**src/hw/rtl/bics_pkg.sv**
```systemverilog
`default_nettype none

package bics_pkg;

	localparam int unsigned OP_W   = 3;
	localparam int unsigned BYTE_W = 8;
	localparam int unsigned SUM_W  = 16;
	localparam int unsigned CNT_W  = 16;
	localparam int unsigned FBC_W  = 3;
	localparam int unsigned ST_W   = 3;
	localparam int unsigned CFG_IDX_W  = 2;
	localparam int unsigned CFG_DATA_W = 16;

	localparam logic [OP_W-1:0] OP_START  = 3'd0;
	localparam logic [OP_W-1:0] OP_IMAGE  = 3'd1;
	localparam logic [OP_W-1:0] OP_DEVICE = 3'd2;
	localparam logic [OP_W-1:0] OP_END    = 3'd3;
	localparam logic [OP_W-1:0] OP_TMO    = 3'd4;

	localparam logic [ST_W-1:0] ST_BUSY    = 3'd0;
	localparam logic [ST_W-1:0] ST_DONE    = 3'd1;
	localparam logic [ST_W-1:0] ST_FORMAT  = 3'd2;
	localparam logic [ST_W-1:0] ST_XFER    = 3'd3;
	localparam logic [ST_W-1:0] ST_IGNORED = 3'd4;

	localparam logic [CFG_IDX_W-1:0] REG_INTERVAL = 2'd0;
	localparam logic [CFG_IDX_W-1:0] REG_HDR_LEN  = 2'd1;
	localparam logic [CFG_IDX_W-1:0] REG_ACK      = 2'd2;

	localparam logic [CNT_W-1:0]  INTERVAL_RST = 16'h0080;
	localparam logic [BYTE_W-1:0] HDR_LEN_RST  = 8'd22;
	localparam logic [BYTE_W-1:0] ACK_RST      = 8'h2D;

	localparam logic [FBC_W-1:0] ADDR_BYTES = 3'd4;

	typedef enum logic [6:0] {
		PH_IDLE   = 7'b0000001,
		PH_HEADER = 7'b0000010,
		PH_SIZE   = 7'b0000100,
		PH_ADDR   = 7'b0001000,
		PH_WORDS  = 7'b0010000,
		PH_CKLO   = 7'b0100000,
		PH_CKHI   = 7'b1000000
	} phase_t;

	typedef struct packed {
		logic [CNT_W-1:0]  interval;
		logic [BYTE_W-1:0] hdr_len;
		logic [BYTE_W-1:0] ack;
	} cfg_t;

	typedef struct packed {
		phase_t            phase;
		logic [SUM_W-1:0]  byte_sum;
		logic [BYTE_W-1:0] header_count;
		logic [CNT_W-1:0]  block_words;
		logic [CNT_W-1:0]  words_sent;
		logic [CNT_W-1:0]  since_hs;
		logic [FBC_W-1:0]  fbc;
		logic [BYTE_W-1:0] received_low;
		logic              ret_words;
	} sess_t;

	typedef struct packed {
		logic [OP_W-1:0]   op;
		logic [BYTE_W-1:0] data_byte;
	} item_t;

	typedef struct packed {
		logic              tx_valid;
		logic [BYTE_W-1:0] tx_byte;
		logic [ST_W-1:0]   status;
		logic              expect_device;
		logic [SUM_W-1:0]  running_sum;
	} res_t;

	localparam sess_t SESS_RST = '{
		phase:        PH_IDLE,
		byte_sum:     '0,
		header_count: '0,
		block_words:  '0,
		words_sent:   '0,
		since_hs:     '0,
		fbc:          '0,
		received_low: '0,
		ret_words:    1'b0
	};

endpackage

`default_nettype wire

```
**src/hw/rtl/bics_if.sv**
```systemverilog
`default_nettype none

interface bics_in_if;
	logic                         valid;
	logic                         ready;
	logic [bics_pkg::OP_W-1:0]    op;
	logic [bics_pkg::BYTE_W-1:0]  data_byte;

	modport source (output valid, output op, output data_byte, input ready);
	modport sink   (input valid, input op, input data_byte, output ready);
endinterface

interface bics_out_if;
	logic                         valid;
	logic                         ready;
	logic                         tx_valid;
	logic [bics_pkg::BYTE_W-1:0]  tx_byte;
	logic [bics_pkg::ST_W-1:0]    status;
	logic                         expect_device;
	logic [bics_pkg::SUM_W-1:0]   running_sum;

	modport source (output valid, output tx_valid, output tx_byte, output status,
		output expect_device, output running_sum, input ready);
	modport sink   (input valid, input tx_valid, input tx_byte, input status,
		input expect_device, input running_sum, output ready);
endinterface

`default_nettype wire

```
**src/hw/rtl/bics_in_stage.sv**
```systemverilog
`default_nettype none

module bics_in_stage (
	input  wire logic          clk,
	input  wire logic          arst_n,
	bics_in_if.sink            in_ch,
	input  wire logic          take,
	output bics_pkg::item_t    item_s1,
	output logic               valid_s1
);

	assign in_ch.ready = !valid_s1 || take;

	always_ff @(posedge clk or negedge arst_n) begin
		if (!arst_n) begin
			valid_s1 <= 1'b0;
		end else if (in_ch.ready) begin
			valid_s1 <= in_ch.valid;
		end
	end

	always_ff @(posedge clk) begin
		if (in_ch.valid && in_ch.ready) begin
			item_s1.op        <= in_ch.op;
			item_s1.data_byte <= in_ch.data_byte;
		end
	end

endmodule

`default_nettype wire

```
**src/hw/rtl/bics_step.sv**
```systemverilog
`default_nettype none

module bics_step (
	input  wire bics_pkg::item_t   item,
	input  wire bics_pkg::cfg_t    cfg,
	input  wire bics_pkg::sess_t   cur,
	output bics_pkg::sess_t   nxt,
	output bics_pkg::res_t    res
);

	logic                          want_dev;
	logic                          want_img;
	logic [bics_pkg::BYTE_W-1:0]   hc_inc;
	logic [bics_pkg::CNT_W-1:0]    bw_full;
	logic [bics_pkg::FBC_W-1:0]    fbc_inc;
	logic [bics_pkg::CNT_W-1:0]    ws_inc;
	logic [bics_pkg::CNT_W-1:0]    sh_inc;
	logic [bics_pkg::SUM_W-1:0]    got;
	logic [bics_pkg::SUM_W-1:0]    sum_add;

	always_comb begin
		want_dev = (cur.phase == bics_pkg::PH_CKLO) || (cur.phase == bics_pkg::PH_CKHI);
		want_img = (cur.phase == bics_pkg::PH_HEADER) || (cur.phase == bics_pkg::PH_SIZE)
			|| (cur.phase == bics_pkg::PH_ADDR) || (cur.phase == bics_pkg::PH_WORDS);
		hc_inc   = cur.header_count + 8'd1;
		bw_full  = cur.block_words | {item.data_byte, 8'd0};
		fbc_inc  = cur.fbc + 3'd1;
		ws_inc   = cur.words_sent + 16'd1;
		sh_inc   = cur.since_hs + 16'd1;
		got      = {item.data_byte, cur.received_low};
		sum_add  = cur.byte_sum + {8'd0, item.data_byte};

		nxt = cur;
		res.tx_valid = 1'b0;
		res.tx_byte  = '0;
		res.status   = bics_pkg::ST_BUSY;

		if (item.op == bics_pkg::OP_START) begin
			nxt = bics_pkg::SESS_RST;
			nxt.phase = bics_pkg::PH_HEADER;
		end else if (item.op == bics_pkg::OP_IMAGE && want_img) begin
			res.tx_valid = 1'b1;
			res.tx_byte  = item.data_byte;
			nxt.byte_sum = sum_add;
			unique case (cur.phase)
				bics_pkg::PH_HEADER: begin
					nxt.header_count = hc_inc;
					if (hc_inc == cfg.hdr_len) begin
						nxt.fbc       = '0;
						nxt.ret_words = 1'b0;
						nxt.phase     = bics_pkg::PH_CKLO;
					end
				end
				bics_pkg::PH_SIZE: begin
					if (cur.fbc == '0) begin
						nxt.block_words = {8'd0, item.data_byte};
						nxt.fbc         = 3'd1;
					end else begin
						nxt.block_words = bw_full;
						nxt.fbc         = '0;
						if (bw_full == '0) begin
							res.status = bics_pkg::ST_DONE;
							nxt.phase  = bics_pkg::PH_IDLE;
						end else begin
							nxt.phase = bics_pkg::PH_ADDR;
						end
					end
				end
				bics_pkg::PH_ADDR: begin
					nxt.fbc = fbc_inc;
					if (fbc_inc == bics_pkg::ADDR_BYTES) begin
						nxt.fbc        = '0;
						nxt.words_sent = '0;
						nxt.since_hs   = '0;
						nxt.phase      = bics_pkg::PH_WORDS;
					end
				end
				default: begin
					if (cur.fbc == '0) begin
						nxt.fbc = 3'd1;
					end else begin
						nxt.fbc        = '0;
						nxt.words_sent = ws_inc;
						nxt.since_hs   = sh_inc;
						if (ws_inc == cur.block_words) begin
							nxt.ret_words = 1'b0;
							nxt.phase     = bics_pkg::PH_CKLO;
						end else if (sh_inc == cfg.interval) begin
							nxt.since_hs  = '0;
							nxt.ret_words = 1'b1;
							nxt.phase     = bics_pkg::PH_CKLO;
						end
					end
				end
			endcase
		end else if (item.op == bics_pkg::OP_DEVICE && want_dev) begin
			res.tx_valid = 1'b1;
			res.tx_byte  = cfg.ack;
			if (cur.phase == bics_pkg::PH_CKLO) begin
				nxt.received_low = item.data_byte;
				nxt.phase        = bics_pkg::PH_CKHI;
			end else if (got != cur.byte_sum) begin
				res.status = bics_pkg::ST_XFER;
				nxt.phase  = bics_pkg::PH_IDLE;
			end else begin
				nxt.phase = cur.ret_words ? bics_pkg::PH_WORDS : bics_pkg::PH_SIZE;
			end
		end else if (item.op == bics_pkg::OP_END && want_img) begin
			res.status = bics_pkg::ST_FORMAT;
			nxt.phase  = bics_pkg::PH_IDLE;
		end else if (item.op == bics_pkg::OP_TMO && want_dev) begin
			res.status = bics_pkg::ST_XFER;
			nxt.phase  = bics_pkg::PH_IDLE;
		end else begin
			res.status = bics_pkg::ST_IGNORED;
		end

		res.expect_device = (nxt.phase == bics_pkg::PH_CKLO)
			|| (nxt.phase == bics_pkg::PH_CKHI);
		res.running_sum   = nxt.byte_sum;
	end

endmodule

`default_nettype wire

```
**src/hw/rtl/bics_out_stage.sv**
```systemverilog
`default_nettype none

module bics_out_stage (
	input  wire logic          clk,
	input  wire logic          arst_n,
	input  wire logic          load,
	input  wire bics_pkg::res_t res,
	output logic               can_load,
	bics_out_if.source         out_ch
);

	bics_pkg::res_t res_q;
	logic           valid_q;

	assign can_load = !valid_q || out_ch.ready;

	always_ff @(posedge clk or negedge arst_n) begin
		if (!arst_n) begin
			valid_q <= 1'b0;
		end else if (can_load) begin
			valid_q <= load;
		end
	end

	always_ff @(posedge clk) begin
		if (load && can_load) begin
			res_q <= res;
		end
	end

	assign out_ch.valid         = valid_q;
	assign out_ch.tx_valid      = res_q.tx_valid;
	assign out_ch.tx_byte       = res_q.tx_byte;
	assign out_ch.status        = res_q.status;
	assign out_ch.expect_device = res_q.expect_device;
	assign out_ch.running_sum   = res_q.running_sum;

endmodule

`default_nettype wire

```
**src/hw/rtl/boot_image_checksum_sender_top.sv**
```systemverilog
// channel   dir   payload                                                    accepted when
// in_ch     in    op[2:0], data_byte[7:0]                                    valid && ready
// out_ch    out   tx_valid, tx_byte[7:0], status[2:0], expect_device, running_sum[15:0]
//                                                                           valid && ready
// cfg       in    cfg_we, cfg_index[1:0], cfg_data[15:0]                     cfg_we high
//
// one request per cycle while no result is held; a taken request is registered in the input
// register, then its result in the result register; the session update for one request is one
// combinational step between the input register and the result register
// arst_n clears the session to idle and the config registers to their defaults
// a held result stalls the step; the input register still takes one request

`default_nettype none

module boot_image_checksum_sender_top (
	input  wire logic                               clk,
	input  wire logic                               arst_n,
	input  wire logic                               cfg_we,
	input  wire logic [bics_pkg::CFG_IDX_W-1:0]     cfg_index,
	input  wire logic [bics_pkg::CFG_DATA_W-1:0]    cfg_data,
	bics_in_if.sink                                 in_ch,
	bics_out_if.source                              out_ch
);

	bics_pkg::item_t item_s1;
	logic            valid_s1;
	logic            can_load;
	logic            advance;
	bics_pkg::cfg_t  cfg_q;
	bics_pkg::sess_t sess_q;
	bics_pkg::sess_t sess_nxt;
	bics_pkg::res_t  res;

	assign advance = valid_s1 && can_load;

	always_ff @(posedge clk or negedge arst_n) begin
		if (!arst_n) begin
			cfg_q.interval <= bics_pkg::INTERVAL_RST;
			cfg_q.hdr_len  <= bics_pkg::HDR_LEN_RST;
			cfg_q.ack      <= bics_pkg::ACK_RST;
		end else if (cfg_we) begin
			unique case (cfg_index)
				bics_pkg::REG_INTERVAL: cfg_q.interval <= cfg_data;
				bics_pkg::REG_HDR_LEN:  cfg_q.hdr_len  <= cfg_data[bics_pkg::BYTE_W-1:0];
				bics_pkg::REG_ACK:      cfg_q.ack      <= cfg_data[bics_pkg::BYTE_W-1:0];
				default: ;
			endcase
		end
	end

	always_ff @(posedge clk or negedge arst_n) begin
		if (!arst_n) begin
			sess_q <= bics_pkg::SESS_RST;
		end else if (advance) begin
			sess_q <= sess_nxt;
		end
	end

	bics_in_stage u_in (
		.clk      (clk),
		.arst_n   (arst_n),
		.in_ch    (in_ch),
		.take     (advance),
		.item_s1  (item_s1),
		.valid_s1 (valid_s1)
	);

	bics_step u_step (
		.item (item_s1),
		.cfg  (cfg_q),
		.cur  (sess_q),
		.nxt  (sess_nxt),
		.res  (res)
	);

	bics_out_stage u_out (
		.clk      (clk),
		.arst_n   (arst_n),
		.load     (valid_s1),
		.res      (res),
		.can_load (can_load),
		.out_ch   (out_ch)
	);

`ifndef SYNTH
	a_phase_onehot: assert property (@(posedge clk) disable iff (!arst_n)
		$onehot(sess_q.phase))
		else $error("phase not one-hot");

	a_send_status: assert property (@(posedge clk) disable iff (!arst_n)
		out_ch.valid && out_ch.tx_valid |->
		out_ch.status != bics_pkg::ST_FORMAT && out_ch.status != bics_pkg::ST_IGNORED)
		else $error("byte sent with a non-sending status");

	a_end_idle: assert property (@(posedge clk) disable iff (!arst_n)
		advance && (res.status == bics_pkg::ST_DONE || res.status == bics_pkg::ST_FORMAT
		|| res.status == bics_pkg::ST_XFER) |=> sess_q.phase == bics_pkg::PH_IDLE)
		else $error("session not idle after its end");

	a_expect_match: assert property (@(posedge clk) disable iff (!arst_n)
		advance |=> out_ch.expect_device == ((sess_q.phase == bics_pkg::PH_CKLO)
		|| (sess_q.phase == bics_pkg::PH_CKHI)))
		else $error("expect_device disagrees with phase");
`endif

endmodule

`default_nettype wire
```
**src/flat_wrapper.sv**
```systemverilog
// flat-port wrapper written by rule: the top's interface ports become plain ports
module boot_image_checksum_sender_top_flat 
  (clk, arst_n, cfg_we, cfg_index, cfg_data, in_ch_valid, in_ch_op, in_ch_data_byte, in_ch_ready, out_ch_valid, out_ch_tx_valid, out_ch_tx_byte, out_ch_status, out_ch_expect_device, out_ch_running_sum, out_ch_ready);
  bics_in_if in_ch_i ();
  bics_out_if out_ch_i ();
  input  wire logic clk;
  input  wire logic arst_n;
  input  wire logic cfg_we;
  input  wire logic [bics_pkg::CFG_IDX_W-1:0] cfg_index;
  input  wire logic [bics_pkg::CFG_DATA_W-1:0] cfg_data;
  input wire logic [$bits(in_ch_i.valid)-1:0] in_ch_valid;
  input wire logic [$bits(in_ch_i.op)-1:0] in_ch_op;
  input wire logic [$bits(in_ch_i.data_byte)-1:0] in_ch_data_byte;
  output wire logic [$bits(in_ch_i.ready)-1:0] in_ch_ready;
  output wire logic [$bits(out_ch_i.valid)-1:0] out_ch_valid;
  output wire logic [$bits(out_ch_i.tx_valid)-1:0] out_ch_tx_valid;
  output wire logic [$bits(out_ch_i.tx_byte)-1:0] out_ch_tx_byte;
  output wire logic [$bits(out_ch_i.status)-1:0] out_ch_status;
  output wire logic [$bits(out_ch_i.expect_device)-1:0] out_ch_expect_device;
  output wire logic [$bits(out_ch_i.running_sum)-1:0] out_ch_running_sum;
  input wire logic [$bits(out_ch_i.ready)-1:0] out_ch_ready;
  assign in_ch_i.valid = in_ch_valid;
  assign in_ch_i.op = in_ch_op;
  assign in_ch_i.data_byte = in_ch_data_byte;
  assign in_ch_ready = in_ch_i.ready;
  assign out_ch_valid = out_ch_i.valid;
  assign out_ch_tx_valid = out_ch_i.tx_valid;
  assign out_ch_tx_byte = out_ch_i.tx_byte;
  assign out_ch_status = out_ch_i.status;
  assign out_ch_expect_device = out_ch_i.expect_device;
  assign out_ch_running_sum = out_ch_i.running_sum;
  assign out_ch_i.ready = out_ch_ready;
  boot_image_checksum_sender_top u_core (.clk(clk), .arst_n(arst_n), .cfg_we(cfg_we), .cfg_index(cfg_index), .cfg_data(cfg_data), .in_ch(in_ch_i), .out_ch(out_ch_i));
endmodule
```
**config.mk**
```make
export PLATFORM = sky130hd
export DESIGN_NAME = boot_image_checksum_sender_top_flat
export DESIGN_NICKNAME = d
export VERILOG_FILES = /design/src/hw/rtl/bics_pkg.sv /design/src/hw/rtl/bics_if.sv /design/src/hw/rtl/bics_in_stage.sv /design/src/hw/rtl/bics_step.sv /design/src/hw/rtl/bics_out_stage.sv /design/src/hw/rtl/boot_image_checksum_sender_top.sv /design/src/flat_wrapper.sv
export SDC_FILE = /design/constraint.sdc
export NUM_CORES = 1
export LEC_CHECK = 0
export BUFFER_PORTS_ARGS = -buffer_cell sky130_fd_sc_hd__buf_2
export CAP_MARGIN = 5
export CORE_MARGIN = 2
export CORE_UTILIZATION = 46
export CTS_BUF_LIST = sky130_fd_sc_hd__clkbuf_16
export DETAILED_ROUTE_END_ITERATION = 7
export PLACE_DENSITY = 0.68
export SYNTH_ARGS = -nofsm -noshare
export SYNTH_HDL_FRONTEND = slang
export SYNTH_SLANG_ARGS = --single-unit
```
**constraint.sdc**
```tcl
create_clock -name clk -period 4.5 [get_ports clk]
set_clock_uncertainty 0.1 [all_clocks]
set_input_delay 0.9 -clock clk [delete_from_list [all_inputs] [get_ports clk]]
set_output_delay 0.9 -clock clk [all_outputs]
set_load 0.02 [all_outputs]
```
* After elaboration in Yosys (flattened, before gate mapping)
Index checks and enable logic that the tools add are counted.
Storage, ports and cells: logic and storage cells 136, output and inout bits 31, input port bits 34, bits in latches 0, memories 0, bits in read-only memories 0, bits in registers 165, bits in writable memories 0
Operators by class: mux-type cells 47, equality and inequality tests 26, shifts and indexed selects 0, multiply operators 0, bitwise operators 1, div/mod/pow operators 0, magnitude comparators 0, reduce and logical (&&, ||, !) cells 36, $add $sub $neg 5
Operators with widths (number):
- 91-bit two-way mux | 1
- 7-bit two-way mux | 11
- 75-bit two-way mux | 1
- 16-bit two-way mux | 4
- 32-bit case mux with 2 select lines | 1
- 35-bit two-way mux | 1
- 16-bit by 1-bit adder with 16-bit output (second input constant) | 2
- 16-bit == test | 2
- 32-bit two-way mux | 1
- 8-bit two-way mux | 4
- 7-bit case mux with 3 select lines | 1
- 16-bit by 8-bit adder with 16-bit output | 1
- 16-bit zero test | 1
- 16-bit inequality test | 1
- 16-bit bitwise OR | 1
- 7-bit by 6-bit == test with 1-bit output (second input constant) | 2
- 7-bit == test (second input constant) | 2
- 12-bit two-way mux | 1
- 3-bit two-way mux | 4
- 5-bit two-way mux | 2
- 2-bit nonzero test | 5
- 1-bit two-way mux | 9
- 9-bit two-way mux | 1
- 3-bit AND reduction | 3
- 31 further kinds | 53

* Depth between registers and ports, before layout
Gate-level depths: netlist of the first run.
depth in word-level cells 11, depth in mapped cells 14, gate-level depth less buffers 12

* Modules after synthesis
From an unflattened synthesis of the first run, not the netlist that was laid out.
Second synthesis, totals: cells, all modules 1010, area, all modules 10311.1 sq um
Modules (own cells, without submodules):
- boot_image_checksum_sender_top | seq. area each 3089.2 sq um, times used 1, cells an instance 261, area each 4595.7 sq um
- bics_step | seq. area each 0.0 sq um, times used 1, cells an instance 701, area each 4406.7 sq um
- bics_out_stage | seq. area each 895.9 sq um, times used 1, cells an instance 33, area each 924.6 sq um
- bics_in_stage | seq. area each 355.3 sq um, times used 1, cells an instance 15, area each 384.1 sq um

* Worst setup path before layout of the first run
No wires, ideal clock.
path type register -> register, start register u_core.sess_q[28] (netlist bit), end register u_core.u_out.res_q (netlist bit u_core.u_out.out_ch.expect_device) (data pin), required time 4139 ps, setup time 261 ps, data arrival time 2972 ps, stages on the path, launching flop included 11, path slack 1167 ps, period minus slack after synthesis 3333 ps, buffers on the path 0, cells stage by stage dfrtp_1 > ha_1 > xnor2_1 > o211ai_1 > or4b_1 > or4b_1 > nor4b_4 > o21ai_2 > a21boi_1 > o21ai_0 > nor4b_2
RTL lines:
- start: declaration | RTL line boot_image_checksum_sender_top.sv:30 | bics_pkg::sess_t sess_q;
- start signal: assignment | RTL line boot_image_checksum_sender_top.sv:53 | sess_q <= bics_pkg::SESS_RST;
- start signal: assignment | RTL line boot_image_checksum_sender_top.sv:55 | sess_q <= sess_nxt;
- end signal: assignment | RTL line bics_out_stage.sv:27 | res_q <= res;
- end: declaration | RTL line bics_out_stage.sv:12 | bics_pkg::res_t res_q;

==> metrics.md, run 1 <==
| Metric | Value |
|---|---|
| Congestion Overflow GR | 0 |
| CP peak stage delay | about 0.57 ns |
| Result of the run | finished, final reports clean |
| Weighted congestion at the end of routability-driven global placement | 0.9128 |
| Net count after synthesis | 986 |
| Element type at the critical path start | register |
| Endpoint type of the worst setup path | register |
| Clock Power Share | 0.344 |
| Power density cells | 420.4 nW/um^2 |
| Number of enable-type register cells in the synthesized netlist | 40 |
| Die X-Extent | 146.0 um |
| Placed cell areas | roughly 10000 sq um |
| Total half-perimeter wirelength after legalization and detailed placement | approximately 16000 um |
| Hold/Removal Path Class | register to register |
| Antenna violations before repair | 0 |
| Unique masters post-synth | 81 |
| Number of nets at the end of the flow | 1031 |
| Sequential power share | 0.441 |
| Final design area excluding fillers | about 10000 sq um |
| Total setup buffers inserted after CTS | 0 |
| Final Slew Violations | 0 |
| Sum of internal, switching and leakage power | between 4 and 5 mW |
| CTS Hold Bufs | 0 |
| Number of synthesized register bits | 165 |
| Area contributors post-synth | sky130_fd_sc_hd__dfrtp_1, sky130_fd_sc_hd__edfxtp_1, sky130_fd_sc_hd__xor2_1 |
| Post-detailed-route DRC marker count | 0 |
| Quantity of gates resized following cts | 0 |
| Io pins | 65 |
| Cell type group with the largest total delay on the critical path | simple AND/OR/NAND/NOR gates |
| Pin count of the biggest net entering global routing | 54 |
| Sum of buffers and inverters on the critical path | 1 |
| RSZ-0062 raised after global routing | no |
| Total negative slack for setup checks | 0 ns |
| Placeable Area | 19650 sq um |
| Crit path time final | around 3.6 ns |
| Instance count of the mapped netlist | approximately 940 |
| CTS tree | built |
| Overall via count from detail_route | 7484 |
| Top achievable clock speed | 278.8 MHz |
| Vias in the first global route | 7013 |
| Clock slew seen by the registers of the worst setup and hold paths | 0.07 ns |
| Worst endpoint required time | roughly 4.6 ns |
| Detail-routed via count per cell | 5.944 |
| Internal Power | 3.010 mW |
| Number of optimization iterations in the first detailed-route pass | 5 |
| Relative slew slack | 0.3966 |
| Relative contribution of combinational cells to total power | 0.216 |
| Clk buf depth | 2 |
| Sequential fraction of the synthesis area | 0.4678 |
| Cell breakdown of the critical path | ha_1, nand3_1, o21ai_0, or4b_1, or4b_1, nor4b_4, buf_4, o21ai_2, a21boi_1, o21ai_0, nor4b_2 |
| Total CTS buffers | 17 |
| Critical path data arrival time | between 3 and 4 ns |
| Die area | roughly 21000 sq um |
| Share of cells above drive strength 1 | 0.1781 |
| Initial Util | 0.4721 |
| Violation count after the first detailed-route iteration | 831 |
| Commonest cells in the synthesized netlist | sky130_fd_sc_hd__dfrtp_1, sky130_fd_sc_hd__nand2_1, sky130_fd_sc_hd__o21ai_0, sky130_fd_sc_hd__nor2_1, sky130_fd_sc_hd__xor2_1 |
| Wire length of the first global-routing pass | 37890 um |
| Most instantiated flip-flop cell in the synthesis netlist | sky130_fd_sc_hd__dfrtp_1 |
| Number of buffer cells added on primary ports | 64 |
| Share of flip-flops with an asynchronous set or reset after synthesis | 0.7576 |
| Worst Setup Path Type | register to register |
| Leakage power summed over all cells | ~4.3 nW |
| Post-route antenna net violation count | 0 |
| Number of sinks handled by clock tree synthesis | 165 |
| Count of maximum capacitance violations | 0 |
| CTS H-tree lvls | 4 |
| Share of the synthesized area in the top cell type | 0.3128 |
| Clock network latency to the later pin of the worst-skew pair | roughly 0.44 ns |
| Net switching share of the total power | 0.3128 |
| Cell accounting for the most synthesized area | sky130_fd_sc_hd__dfrtp_1 |
| CTS Root Buffer Type | sky130_fd_sc_hd__clkbuf_16 |
| Total routing resource utilization after global routing | 0.2223 |
| Slew at the pin closest to its max-slew limit | ~0.9 ns |
| Max VDD drop | 0.3002 mV |
| Area growth from synthesis to final layout | 12.27% |
| Final wirelength | around 23000 um |
| Count leader, synth | sky130_fd_sc_hd__dfrtp_1 |
| Final setup viols | 0 |
| Net switching power of the design | 1.370 mW |
| Total of warnings raised by yosys | 0 |
| Reg2Reg Setup Slack | a little over 0.9 ns |
| Synthesized area | 9279 sq um |
| Final number of hold-violating endpoints | 0 |
| Post-Synthesis Mean Instance Area | 9.913 sq um |
| Routed wirelength normalized by instance count | 18.35 um |
| Placement row count | 51 |
| Cell type of the slowest stage on the worst timing path | sky130_fd_sc_hd__or4b_1 |
| CP Max Fanout | 6 |
| Die Height | 146.0 um |
| Ratio of final minimum period to clock period | 0.7969 |
| Inserted Diodes | 0 |
-- final cells by class --
class                   instances  area [sq um]
clock inverters                15         176.4
fillers                      1778          9236
repair buffers                 79         435.4
flip-flops and latches        165          4340
well taps                     265         331.6
inverters                      33         123.9
clock buffers                  17         425.4
multi-input cells             685          4584
-- path summary, 6_finish.rpt --
kind	start	to	cells past startpoint
min in group asynchronous	arst_n	u_core.sess_q[80]	1
min	u_core.u_in.valid_s1	u_core.u_out.out_ch.valid	1
min reg2reg	u_core.u_in.valid_s1	u_core.u_out.out_ch.valid	1
max in group asynchronous	arst_n	u_core.cfg_q[12]	2
max	u_core.sess_q[28]	u_core.u_out.out_ch.expect_device	11
max reg2reg	u_core.sess_q[28]	u_core.u_out.out_ch.expect_device	11
-- power groups by stage --
stage	Clock [mW]	Sequential (mW)	Combinational, mW
after global routing	1.59	1.95	1.05
final	1.51	1.93	0.944
after global placement	0	1.95	0.914
after detailed placement	0	1.95	0.928
after floorplan	0	1.93	0.673
after CTS	1.53	1.93	0.937
-- state kept, by name, summed over array words and instances, names as in the netlist --
signal / flops
u_core.u_out.out_ch.running_sum: 16
u_core.u_out.out_ch.tx_valid: 1
u_core.u_out.out_ch.status: 3
u_core.u_out.out_ch.expect_device: 1
u_core.sess_q: 91
u_core.u_out.out_ch.tx_byte: 8
u_core.u_out.out_ch.valid: 1
u_core.u_in.valid_s1: 1
u_core.cfg_q: 32
u_core.u_in.item_s1: 11
-- per-stage QoR --
step	utilization	worst slack (ns)	hold slack, ns	std cells
after global placement	0.4994	1.012	0.3646	1227
after floorplan	-	1.167	0.3536	936
after global routing	0.5300	0.6167	0.4276	1259
after CTS	0.5300	0.9309	0.3923	1259
final	0.5300	0.9138	0.3845	1259
after detailed placement	0.4994	0.9730	0.3835	1227
-- cell usage in the layout (no fill, tap or decap), types with 5 or more instances in the layout --
| cell type | synthesis | layout |
|---|---|---|
| sky130_fd_sc_hd__a32o_1 | 5 | 5 |
| sky130_fd_sc_hd__mux2i_1 | 6 | 6 |
| sky130_fd_sc_hd__and3_1 | 14 | 14 |
| sky130_fd_sc_hd__o21ai_0 | 73 | 73 |
| sky130_fd_sc_hd__and2_1 | 10 | 10 |
| sky130_fd_sc_hd__buf_4 | 0 | 16 |
| sky130_fd_sc_hd__and4_1 | 9 | 9 |
| sky130_fd_sc_hd__dfstp_2 | 9 | 9 |
| sky130_fd_sc_hd__xnor2_1 | 31 | 31 |
| sky130_fd_sc_hd__inv_6 | 0 | 5 |
| sky130_fd_sc_hd__nand2b_1 | 15 | 15 |
| sky130_fd_sc_hd__o31ai_1 | 26 | 26 |
| sky130_fd_sc_hd__a22o_1 | 15 | 15 |
| sky130_fd_sc_hd__o41ai_1 | 6 | 6 |
| sky130_fd_sc_hd__dfrtp_1 | 116 | 116 |
| sky130_fd_sc_hd__o211ai_1 | 5 | 5 |
| sky130_fd_sc_hd__xor2_1 | 47 | 47 |
| sky130_fd_sc_hd__edfxtp_1 | 40 | 40 |
| sky130_fd_sc_hd__buf_2 | 7 | 63 |
| sky130_fd_sc_hd__ha_1 | 15 | 15 |
| sky130_fd_sc_hd__inv_1 | 32 | 32 |
| sky130_fd_sc_hd__nor2_1 | 55 | 55 |
| sky130_fd_sc_hd__nand4_1 | 17 | 17 |
| sky130_fd_sc_hd__nand3b_1 | 5 | 5 |
| sky130_fd_sc_hd__nand3_1 | 44 | 44 |
| sky130_fd_sc_hd__a31oi_1 | 8 | 8 |
| sky130_fd_sc_hd__nor4_1 | 19 | 19 |
| sky130_fd_sc_hd__clkbuf_16 | 0 | 17 |
| sky130_fd_sc_hd__nor3_1 | 14 | 13 |
| sky130_fd_sc_hd__mux2_2 | 35 | 35 |
| sky130_fd_sc_hd__a21oi_1 | 30 | 30 |
| sky130_fd_sc_hd__nand2_1 | 82 | 82 |
| sky130_fd_sc_hd__a21o_1 | 5 | 5 |
| sky130_fd_sc_hd__o21ai_1 | 25 | 25 |
-- logic make-up after synthesis --
logic type      Yosys count  share of synthesized area
simple gates            312                     0.1762
compound gates          237                     0.1688
flops                   165                     0.4678
buf+inv                  86                    0.03978
xor+xnor                 79                    0.07605
mux                      41                    0.04895
fa+ha+maj                16                    0.02238
-- metal layers --
layer / vias up / routed length [um] / global-route usage / share of wire
met1: 3593 / 10740 / 0.3270 / 0.46
li1: 3532 / - / - / -
met4: 0 / 520 / 0.07767 / 0.023
met2: 317 / 10200 / 0.3276 / 0.44
met5: - / 0 / 0 / 0
met3: 42 / 1638 / 0.04500 / 0.071
No activity file was read; power rests on OpenSTA's default activity.
==> run 2: changes to the inputs <==
--- a/config.mk
+++ b/config.mk
@@ -5,13 +5,14 @@
 export SDC_FILE = /design/constraint.sdc
 export NUM_CORES = 1
 export LEC_CHECK = 0
+export ABC_AREA = 1
 export BUFFER_PORTS_ARGS = -buffer_cell sky130_fd_sc_hd__buf_2
 export CAP_MARGIN = 5
 export CORE_MARGIN = 2
 export CORE_UTILIZATION = 46
 export CTS_BUF_LIST = sky130_fd_sc_hd__clkbuf_16
 export DETAILED_ROUTE_END_ITERATION = 7
-export PLACE_DENSITY = 0.68
+export PLACE_DENSITY = 0.71
 export SYNTH_ARGS = -nofsm -noshare
 export SYNTH_HDL_FRONTEND = slang
 export SYNTH_SLANG_ARGS = --single-unit
==> constraint.sdc (replaced) <==
create_clock -name clk -period 3.1 [get_ports clk]
set_clock_uncertainty 0.1 [all_clocks]
set_input_delay 0.62 -clock clk [delete_from_list [all_inputs] [get_ports clk]]
set_output_delay 0.62 -clock clk [all_outputs]
set_load 0.02 [all_outputs]
==> metrics.md, run 2 <==
| Metric | Value |
|---|---|
| Clk buf depth | 2 (unchanged) |
| Final setup viols | 0 (unchanged) |
| Share of cells above drive strength 1 | 0.1624 (was 0.1781) |
| CTS Root Buffer Type | sky130_fd_sc_hd__clkbuf_16 (unchanged) |
| Cell breakdown of the critical path | inv_2, nand2_2, nor2_2, nand3_2, nand2_1, nor2_2, o31ai_2, nand2_4, inv_4, nor2_4, nor2_8, nand2_4, nor3_4, buf_4, buf_4, buf_4, nand3_1, o21ai_0 (was ha_1, nand3_1, o21ai_0, or4b_1, or4b_1, nor4b_4, buf_4, o21ai_2, a21boi_1, o21ai_0, nor4b_2) |
| Cell repeated most along the worst path | sky130_fd_sc_hd__buf_4 |
| Net switching power of the design | 3.092 mW (was 1.370 mW) |
| Result of the run | finished, final reports clean (unchanged) |
| Hold/Removal Path Class | input pin to register (was register to register) |
| Number of enable-type register cells in the synthesized netlist | 40 (unchanged) |
| CTS tree | built (unchanged) |
| Post-Synthesis Mean Instance Area | 8.203 sq um (was 9.913 sq um) |
| Die Height | 144.8 um (was 146.0 um) |
| Element type at the critical path start | register (unchanged) |
| Number of buffer cells added on primary ports | 64 (unchanged) |
| Power density cells | 770.7 nW/um^2 (was 420.4 nW/um^2) |
| Number of nets at the end of the flow | 1256 (was 1031) |
| Relative contribution of combinational cells to total power | 0.328 (was 0.216) |
| Overall via count from detail_route | 7962 (was 7484) |
| Highest-count cells in the layout ignoring fill and taps | sky130_fd_sc_hd__nand2_1, sky130_fd_sc_hd__inv_1, sky130_fd_sc_hd__dfrtp_1 (was sky130_fd_sc_hd__dfrtp_1, sky130_fd_sc_hd__nand2_1, sky130_fd_sc_hd__o21ai_0) |
| Number of optimization iterations in the first detailed-route pass | 5 (unchanged) |
| Instance count of the mapped netlist | 1111 (was 936) |
| Hold path cells | 1 (unchanged) |
| Worst Setup Path Type | register to register (unchanged) |
| End point of the most critical hold path | u_core.u_in.item_s1[8] (was u_core.u_out.out_ch.valid) |
| Most common library cell in the layout ignoring fill and taps | sky130_fd_sc_hd__nand2_1 (was sky130_fd_sc_hd__dfrtp_1) |
| Hold_sp | in_ch_op[0] (was u_core.u_in.valid_s1) |
| Net switching share of the total power | 0.3787 (was 0.3128) |
| Filler cell count in the final layout | 1794 (was 1778) |
| Io pins | 65 (unchanged) |
| Number of sinks handled by clock tree synthesis | 165 (unchanged) |
| Placement row count | 51 (unchanged) |
| Sequential fraction of the synthesis area | 0.4762 (was 0.4678) |
| Net count after synthesis | 1161 (was 986) |
| Max VDD drop | 0.4148 mV (was 0.3002 mV) |
| Placeable Area | 19460 sq um (was 19650 sq um) |
| Area contributors post-synth | sky130_fd_sc_hd__dfrtp_1, sky130_fd_sc_hd__nand2_1, sky130_fd_sc_hd__edfxtp_1 (was sky130_fd_sc_hd__dfrtp_1, sky130_fd_sc_hd__edfxtp_1, sky130_fd_sc_hd__xor2_1) |
| Commonest cells in the synthesized netlist | sky130_fd_sc_hd__nand2_1, sky130_fd_sc_hd__inv_1, sky130_fd_sc_hd__dfrtp_1, sky130_fd_sc_hd__nand3_1, sky130_fd_sc_hd__nor2_1 (was sky130_fd_sc_hd__dfrtp_1, sky130_fd_sc_hd__nand2_1, sky130_fd_sc_hd__o21ai_0, sky130_fd_sc_hd__nor2_1, sky130_fd_sc_hd__xor2_1) |
| Post-detailed-route DRC marker count | 0 (unchanged) |
| Fraction of the core area covered by cells at the end of the flow | 0.5444 (was 0.5300) |
| CTS H-tree lvls | 4 (unchanged) |
| Share of the synthesized area in the top cell type | 0.3185 (was 0.3128) |
| Inserted Diodes | 0 (unchanged) |
| Reg2Reg Setup Slack | 0.18 ns (was 0.91 ns) |
| Die area | 20950 sq um (was 21320 sq um) |
| Total of warnings raised by yosys | 0 (unchanged) |
| Synthesized area | 9114 sq um (was 9279 sq um) |
| Total CTS buffers | 17 (unchanged) |
| Count of maximum capacitance violations | 0 (unchanged) |
| Endpoint type of the worst setup path | register (unchanged) |
| Largest register by flop count | u_core.sess_q (unchanged) |
| Violation count after the first detailed-route iteration | 663 (was 831) |
| Unique masters post-synth | 52 (was 81) |
| Relative slew slack | 0.5812 (was 0.3966) |
| Top achievable clock speed | 342.3 MHz (was 278.8 MHz) |
| Number of cells on the worst reg-to-reg path | 18 (was 11) |
| Slew at the pin closest to its max-slew limit | 0.6200 ns (was 0.8982 ns) |
| Final number of hold-violating endpoints | 0 (unchanged) |
| Clock Power Share | 0.267 (was 0.344) |
| Cell type of the slowest stage on the worst timing path | sky130_fd_sc_hd__dfrtp_1 (was sky130_fd_sc_hd__or4b_1) |
| Area growth from synthesis to final layout | 16.26% (was 12.27%) |
| Cell accounting for the most synthesized area | sky130_fd_sc_hd__dfrtp_1 (unchanged) |
| Vias in the first global route | 7512 (was 7013) |
| Congestion Overflow GR | 0 (unchanged) |
| Most instantiated flip-flop cell in the synthesis netlist | sky130_fd_sc_hd__dfrtp_1 (unchanged) |
| Number of synthesized register bits | 165 (unchanged) |
| Final wirelength | 22880 um (was 23100 um) |
| Count leader, synth | sky130_fd_sc_hd__nand2_1 (was sky130_fd_sc_hd__dfrtp_1) |
| Total half-perimeter wirelength after legalization and detailed placement | 16560 um (was 16120 um) |
| Critical path data arrival time | 3.18 ns (was 3.67 ns) |
| Worst-case setup slack after placement | 0.07166 ns (was 0.9730 ns) |
| Share of flip-flops with an asynchronous set or reset after synthesis | 0.7576 (unchanged) |
| Routed wirelength normalized by instance count | 15.42 um (was 18.35 um) |
| Post-route antenna net violation count | 0 (unchanged) |
| Worst r2r src | u_core.sess_q[90] (was u_core.sess_q[28]) |
| Pin count of the biggest net entering global routing | 68 (was 54) |
| Sequential power share | 0.405 (was 0.441) |
| Worst endpoint required time | 3.36 ns (was 4.58 ns) |
| Internal Power | 5.073 mW (was 3.010 mW) |
| Sum of buffers and inverters on the critical path | 5 (was 1) |
| CP peak stage delay | 0.44 ns (was 0.57 ns) |
| Detail-routed via count per cell | 5.365 (was 5.944) |
| Initial Util | 0.4683 (was 0.4721) |
| Clock network latency to the later pin of the worst-skew pair | 0.44 ns (about the same) |
| Reg-to-Reg End | u_core.sess_q[32] (was u_core.u_out.out_ch.expect_device) |
| Weighted congestion at the end of routability-driven global placement | 0.8965 (was 0.9128) |
| Leakage power summed over all cells | 5.007 nW (was 4.347 nW) |
| Die X-Extent | 144.8 um (was 146.0 um) |
| Final Slew Violations | 0 (unchanged) |
| Ratio of final minimum period to clock period | 0.9425 (was 0.7969) |
| Clock slew seen by the registers of the worst setup and hold paths | 0.07 ns (about the same) |
| Wire length of the first global-routing pass | 37390 um (was 37890 um) |
| Antenna violations before repair | 0 (unchanged) |
| Number of flip-flops in the largest register | 91 (unchanged) |
| Least setup slack across all paths after layout | 0.1782 ns (was 0.9138 ns) |
| Cell type group with the largest total delay on the critical path | simple AND/OR/NAND/NOR gates (unchanged) |
| Crit path time final | 2.922 ns (was 3.586 ns) |
| CP Max Fanout | 12 (was 6) |
| Total routing resource utilization after global routing | 0.2290 (was 0.2223) |
-- run 2: cell types whose count changed after synthesis, sizes merged, moves of 15 or more --
| cell | previous run | this run |
|---|---|---|
| clkbuf | 38 | 12 |
| mux2 | 35 | 4 |
| inv | 33 | 136 |
| a22o | 15 | 0 |
| nand3 | 44 | 80 |
| xor2 | 47 | 12 |
| nand2b | 15 | 0 |
| o22ai | 2 | 45 |
| nor2 | 55 | 84 |
| o31ai | 27 | 1 |
| o21ai | 101 | 75 |
| nand2 | 82 | 342 |
-- run 2: power groups by stage --
stage	registers (mW)	logic, mW	clock network, mW
5_1_grt	3.38	3.01	2.29
2_1_floorplan	3.31	1.92	0
4_1_cts	3.30	2.65	2.20
3_5_place_dp	3.33	2.62	0
6_report	3.31	2.67	2.18
3_3_place_gp	3.31	2.56	0
-- run 2: how the worst max path moves through the flow --
stage | startpoint | to | slack (ns) | depth (start not counted)
detailed placement | u_core.sess_q[29] | u_core.u_out.out_ch.expect_device | 0.07 | 22
floorplan | out_ch_ready | u_core.u_out.out_ch.expect_device | 0.41 | 6
finish | u_core.sess_q[90] | u_core.sess_q[32] | 0.18 | 18
global route | u_core.sess_q[29] | u_core.u_out.out_ch.expect_device | -0.04 | 21
global placement | u_core.sess_q[29] | u_core.u_out.out_ch.expect_device | 0.09 | 21
CTS | u_core.sess_q[89] | u_core.sess_q[13] | 0.06 | 15
-- run 2: worst register-to-register path, delay by kind of cell, from the launching register on --
family,cells,cell delay (ns)
compound gates,2,0.19
simple gates,11,1.50
flops,1,0.44
buf+inv,5,0.62
-- run 2: what timing repair did --
action / CTS / global route
hold endpoints to repair: 19 / 0
hold buffers: 1 / 0
setup endpoints to repair: 0 / 24
setup buffers: 0 / 11
gates resized for setup: 0 / 14
-- run 2: kinds of logic after synthesis --
| group | Yosys count | synth area share |
|---|---|---|
| compound gates | 166 | 0.1197 |
| xor+xnor | 34 | 0.03583 |
| fa+ha+maj | 16 | 0.02279 |
| buf+inv | 158 | 0.06823 |
| flops | 165 | 0.4762 |
| mux | 4 | 0.004942 |
| simple gates | 568 | 0.2722 |
-- run 2: final cells by class --
| type | instances | area (sq um) | share of cell area |
|---|---|---|---|
| Multi-Input combinational cell | 788 | 4197 | 0.3961 |
| Clock inverter | 14 | 146.4 | 0.01382 |
| Clock buffer | 18 | 450.4 | 0.04251 |
| Tap cell | 265 | 331.6 | 0.03129 |
| Timing Repair Buffer | 97 | 610.6 | 0.05763 |
| Inverter | 137 | 519.2 | 0.04901 |
| Sequential cell | 165 | 4340 | 0.4097 |
-- run 2: layer usage --
metal / up-vias / share of wire / track usage / wire length, um
met5: - / 0 / 0 / 0
met4: 0 / 0.022 / 0.07767 / 501
met3: 41 / 0.052 / 0.03850 / 1181
met2: 241 / 0.47 / 0.3674 / 10660
met1: 3800 / 0.46 / 0.3163 / 10540
li1: 3880 / - / - / -
-- run 2: stage by stage --
step                std cells  setup TNS (ns)  total power, mW  area [sq um]  hold slack (ns)
floorplan                1111               0            5.230          9114           0.2244
global placement         1440               0            5.874          9846           0.3664
detailed placement       1440               0            5.952          9846           0.3775
CTS                      1473               0            8.145         10450           0.2387
global route             1484        -0.04125            8.674         10600           0.2474
finish                   1484               0            8.166         10600           0.2470
==> run 3: changes to the inputs <==
==> constraint.sdc (replaced) <==
create_clock -name clk -period 3.1 [get_ports clk]
set_clock_uncertainty 0.1 [all_clocks]
set_input_delay 0.155 -clock clk [delete_from_list [all_inputs] [get_ports clk]]
set_output_delay 0.155 -clock clk [all_outputs]
set_load 0.02 [all_outputs]
==> metrics.md, run 3 (synthesis results as in run 2) <==
| Metric | Value |
|---|---|
| Worst-case setup slack after placement | 0.05746 ns (was 0.07166 ns) |
| Pin count of the biggest net entering global routing | 68 (unchanged) |
| Internal Power | 4.988 mW (was 5.073 mW) |
| Overall via count from detail_route | 8065 (was 7962) |
| Antenna violations before repair | 0 (unchanged) |
| Sequential power share | 0.409 (was 0.405) |
| Routed wirelength normalized by instance count | 15.33 um (was 15.42 um) |
| Final Slew Violations | 0 (unchanged) |
| CTS H-tree lvls | 4 (unchanged) |
| Congestion Overflow GR | 0 (unchanged) |
| Weighted congestion at the end of routability-driven global placement | 0.8880 (was 0.8965) |
| Critical path data arrival time | 3.06 ns (was 3.18 ns) |
| Top achievable clock speed | 348.7 MHz (was 342.3 MHz) |
| Io pins | 65 (unchanged) |
| Placed Cells | 1441 (was 1440) |
| Worst Setup Path Type | register to register (unchanged) |
| Relative contribution of combinational cells to total power | 0.334 (was 0.328) |
| CTS tree | built (unchanged) |
| Cell repeated most along the worst path | sky130_fd_sc_hd__nand2_1 (was sky130_fd_sc_hd__buf_4) |
| Max VDD drop | 0.4373 mV (was 0.4148 mV) |
| Final wirelength | 23150 um (was 22880 um) |
| RSZ-0062 raised after global routing | yes |
| CP peak stage delay | 0.43 ns (was 0.44 ns) |
| Number of sinks handled by clock tree synthesis | 165 (unchanged) |
| Ratio of final minimum period to clock period | 0.9252 (was 0.9425) |
| Relative slew slack | 0.5746 (was 0.5812) |
| Vias in the first global route | 7624 (was 7512) |
| Violation count after the first detailed-route iteration | 607 (was 663) |
| Share of cells above drive strength 1 | 0.1582 (was 0.1624) |
| Number of buffer cells added on primary ports | 64 (unchanged) |
| Net switching power of the design | 3.112 mW (was 3.092 mW) |
| Element type at the critical path start | register (unchanged) |
| Placement row count | 51 (unchanged) |
| Cell type group with the largest total delay on the critical path | simple AND/OR/NAND/NOR gates (unchanged) |
| Leakage power summed over all cells | 5.082 nW (was 5.007 nW) |
| Cell breakdown of the critical path | ha_4, nand2_1, nor2_4, buf_4, nand2_1, nand2_1, nand2_1, xor2_1, nor2_1, nand2_1, nor2_1, nand2_2, nand2_1, nand2_2, nand2_1, nand2_1, nand2_1, nand2_1, nor2_1, nand2_1, nor2_1 (was inv_2, nand2_2, nor2_2, nand3_2, nand2_1, nor2_2, o31ai_2, nand2_4, inv_4, nor2_4, nor2_8, nand2_4, nor3_4, buf_4, buf_4, buf_4, nand3_1, o21ai_0) |
| Detail-routed via count per cell | 5.341 (was 5.365) |
| Number of optimization iterations in the first detailed-route pass | 7 (was 5) |
| Hold/Removal Path Class | input pin to async pin (was input pin to register) |
| Largest register by flop count | u_core.sess_q (unchanged) |
| Die Height | 144.8 um (unchanged) |
| Slew at the pin closest to its max-slew limit | 0.6375 ns (was 0.6200 ns) |
| Count of maximum capacitance violations | 0 (unchanged) |
| Wire length of the first global-routing pass | 37810 um (was 37390 um) |
| Total routing resource utilization after global routing | 0.2310 (was 0.2290) |
| Clk buf depth | 2 (unchanged) |
| Die X-Extent | 144.8 um (unchanged) |
| Area growth from synthesis to final layout | 18.86% (was 16.26%) |
| Total half-perimeter wirelength after legalization and detailed placement | 16630 um (was 16560 um) |
| Endpoint type of the worst setup path | register (unchanged) |
| Initial Util | 0.4683 (unchanged) |
| Crit path time final | 2.868 ns (was 2.922 ns) |
| Power density cells | 747.7 nW/um^2 (was 770.7 nW/um^2) |
| Final setup viols | 0 (unchanged) |
| Post-route antenna net violation count | 0 (unchanged) |
| Sum of internal, switching and leakage power | 8.100 mW (was 8.166 mW) |
| Cell type of the slowest stage on the worst timing path | sky130_fd_sc_hd__dfrtp_1 (unchanged) |
| Net switching share of the total power | 0.3842 (was 0.3787) |
| Clock slew seen by the registers of the worst setup and hold paths | 0.07 ns (about the same) |
| Final Instance Count excl. Fillers | 1510 (was 1484) |
| Result of the run | finished, final reports clean (unchanged) |
| Total CTS buffers | 17 (unchanged) |
| Die area | 20950 sq um (unchanged) |
| Inserted Diodes | 0 (unchanged) |
| Highest-count cells in the layout ignoring fill and taps | sky130_fd_sc_hd__nand2_1, sky130_fd_sc_hd__inv_1, sky130_fd_sc_hd__dfrtp_1 (unchanged) |
| Sum of buffers and inverters on the critical path | 1 (was 5) |
| Fraction of the core area covered by cells at the end of the flow | 0.5566 (was 0.5444) |
| Most common library cell in the layout ignoring fill and taps | sky130_fd_sc_hd__nand2_1 (unchanged) |
| Number of nets at the end of the flow | 1282 (was 1256) |
| Least setup slack across all paths after layout | 0.2320 ns (was 0.1782 ns) |
| Post-detailed-route DRC marker count | 0 (unchanged) |
| CTS Root Buffer Type | sky130_fd_sc_hd__clkbuf_16 (unchanged) |
| Clock Power Share | 0.257 (was 0.267) |
| Placeable Area | 19460 sq um (unchanged) |
| Final number of hold-violating endpoints | 0 (unchanged) |
| CP Max Fanout | 6 (was 12) |
| Number of flip-flops in the largest register | 91 (unchanged) |
| Worst endpoint required time | 3.29 ns (was 3.36 ns) |
| Clock network latency to the later pin of the worst-skew pair | 0.44 ns (about the same) |
==> run 3: cell count changes in the layout (fill, tap and decap cells not counted), moves of 2 or more <==
cell	previous run	this run
sky130_fd_sc_hd__clkinv_2	0	2
sky130_fd_sc_hd__inv_8	0	3
sky130_fd_sc_hd__buf_12	3	1
sky130_fd_sc_hd__buf_4	30	27
sky130_fd_sc_hd__inv_4	3	1
sky130_fd_sc_hd__dlygate4sd3_1	1	32
==> run 3: worst register-to-register path, stage by stage, from the launching register on <==
cell and delay, ns:
sky130_fd_sc_hd__dfrtp_1 0.43, sky130_fd_sc_hd__ha_4 0.19, sky130_fd_sc_hd__nand2_1 0.11, sky130_fd_sc_hd__nor2_4 0.17, sky130_fd_sc_hd__buf_4 0.13, sky130_fd_sc_hd__nand2_1 0.04, sky130_fd_sc_hd__nand2_1 0.06, sky130_fd_sc_hd__nand2_1 0.10
sky130_fd_sc_hd__xor2_1 0.16, sky130_fd_sc_hd__nor2_1 0.10, sky130_fd_sc_hd__nand2_1 0.07, sky130_fd_sc_hd__nor2_1 0.13, sky130_fd_sc_hd__nand2_2 0.12, sky130_fd_sc_hd__nand2_1 0.10, sky130_fd_sc_hd__nand2_2 0.11, sky130_fd_sc_hd__nand2_1 0.09
sky130_fd_sc_hd__nand2_1 0.06, sky130_fd_sc_hd__nand2_1 0.07, sky130_fd_sc_hd__nand2_1 0.08, sky130_fd_sc_hd__nor2_1 0.13, sky130_fd_sc_hd__nand2_1 0.07, sky130_fd_sc_hd__nor2_1 0.11
==> run 3: worst paths after layout <==
check                                  start                                 to  slack (ns)  cells after the start
max                        u_core.sess_q[28]  u_core.u_out.out_ch.expect_device        0.23                     21
min                                   arst_n                  u_core.sess_q[43]        0.11                      2
max reg2reg                u_core.sess_q[28]  u_core.u_out.out_ch.expect_device        0.23                     21
min reg2reg                  u_core.cfg_q[1]                    u_core.cfg_q[1]        0.39                      2
max in group asynchronous             arst_n                  u_core.sess_q[84]        1.96                      3
min in group clk                      cfg_we                   u_core.cfg_q[23]        0.16                      5
==> run 3: per-stage QoR <==
step | hold slack (ns) | TNS (ns) | instance area (sq um)
floorplan | -0.2406 | 0 | 9114
global placement | 0.02896 | 0 | 9841
detailed placement | 0.02267 | 0 | 9841
CTS | 0.1293 | 0 | 10730
global route | 0.1687 | -0.01042 | 10830
finish | 0.1101 | 0 | 10830
==> run 3: layer usage <==
layer | vias to the layer above | routed length, um | part of all wire | global-route usage
met5 | - | 0 | 0 | 0
met4 | 0 | 382 | 0.017 | 0.06643
met3 | 43 | 1228 | 0.053 | 0.03455
met2 | 287 | 10950 | 0.47 | 0.3749
met1 | 3812 | 10580 | 0.46 | 0.3230
li1 | 3923 | - | - | -
==> run 3: power groups by stage <==
| stage | clock (mW) | sequential (mW) | combinational [mW] |
|---|---|---|---|
| 6_report | 2.08 | 3.31 | 2.70 |
| 5_1_grt | 2.19 | 3.39 | 3.05 |
| 4_1_cts | 2.11 | 3.30 | 2.66 |
| 3_5_place_dp | 0 | 3.33 | 2.61 |
| 3_3_place_gp | 0 | 3.32 | 2.55 |
| 2_1_floorplan | 0 | 3.31 | 1.92 |
==> run 3: layout make-up <==
class / instances / area, sq um
Fill cell: 1744 / 8630
Sequential cell: 165 / 4342
Multi-Input combinational cell: 788 / 4214
Timing Repair Buffer: 123 / 858.3
Inverter: 137 / 516.7
Clock buffer: 17 / 425.4
Tap cell: 265 / 331.6
Clock inverter: 15 / 145.1
==> run 3: what timing repair did <==
item                                    CTS  global route
hold endpoints to repair                 73             0
resized for setup                         0            16
setup buffers                             0             5
hold buffers                             32             0
endpoints found under the setup margin    0            23
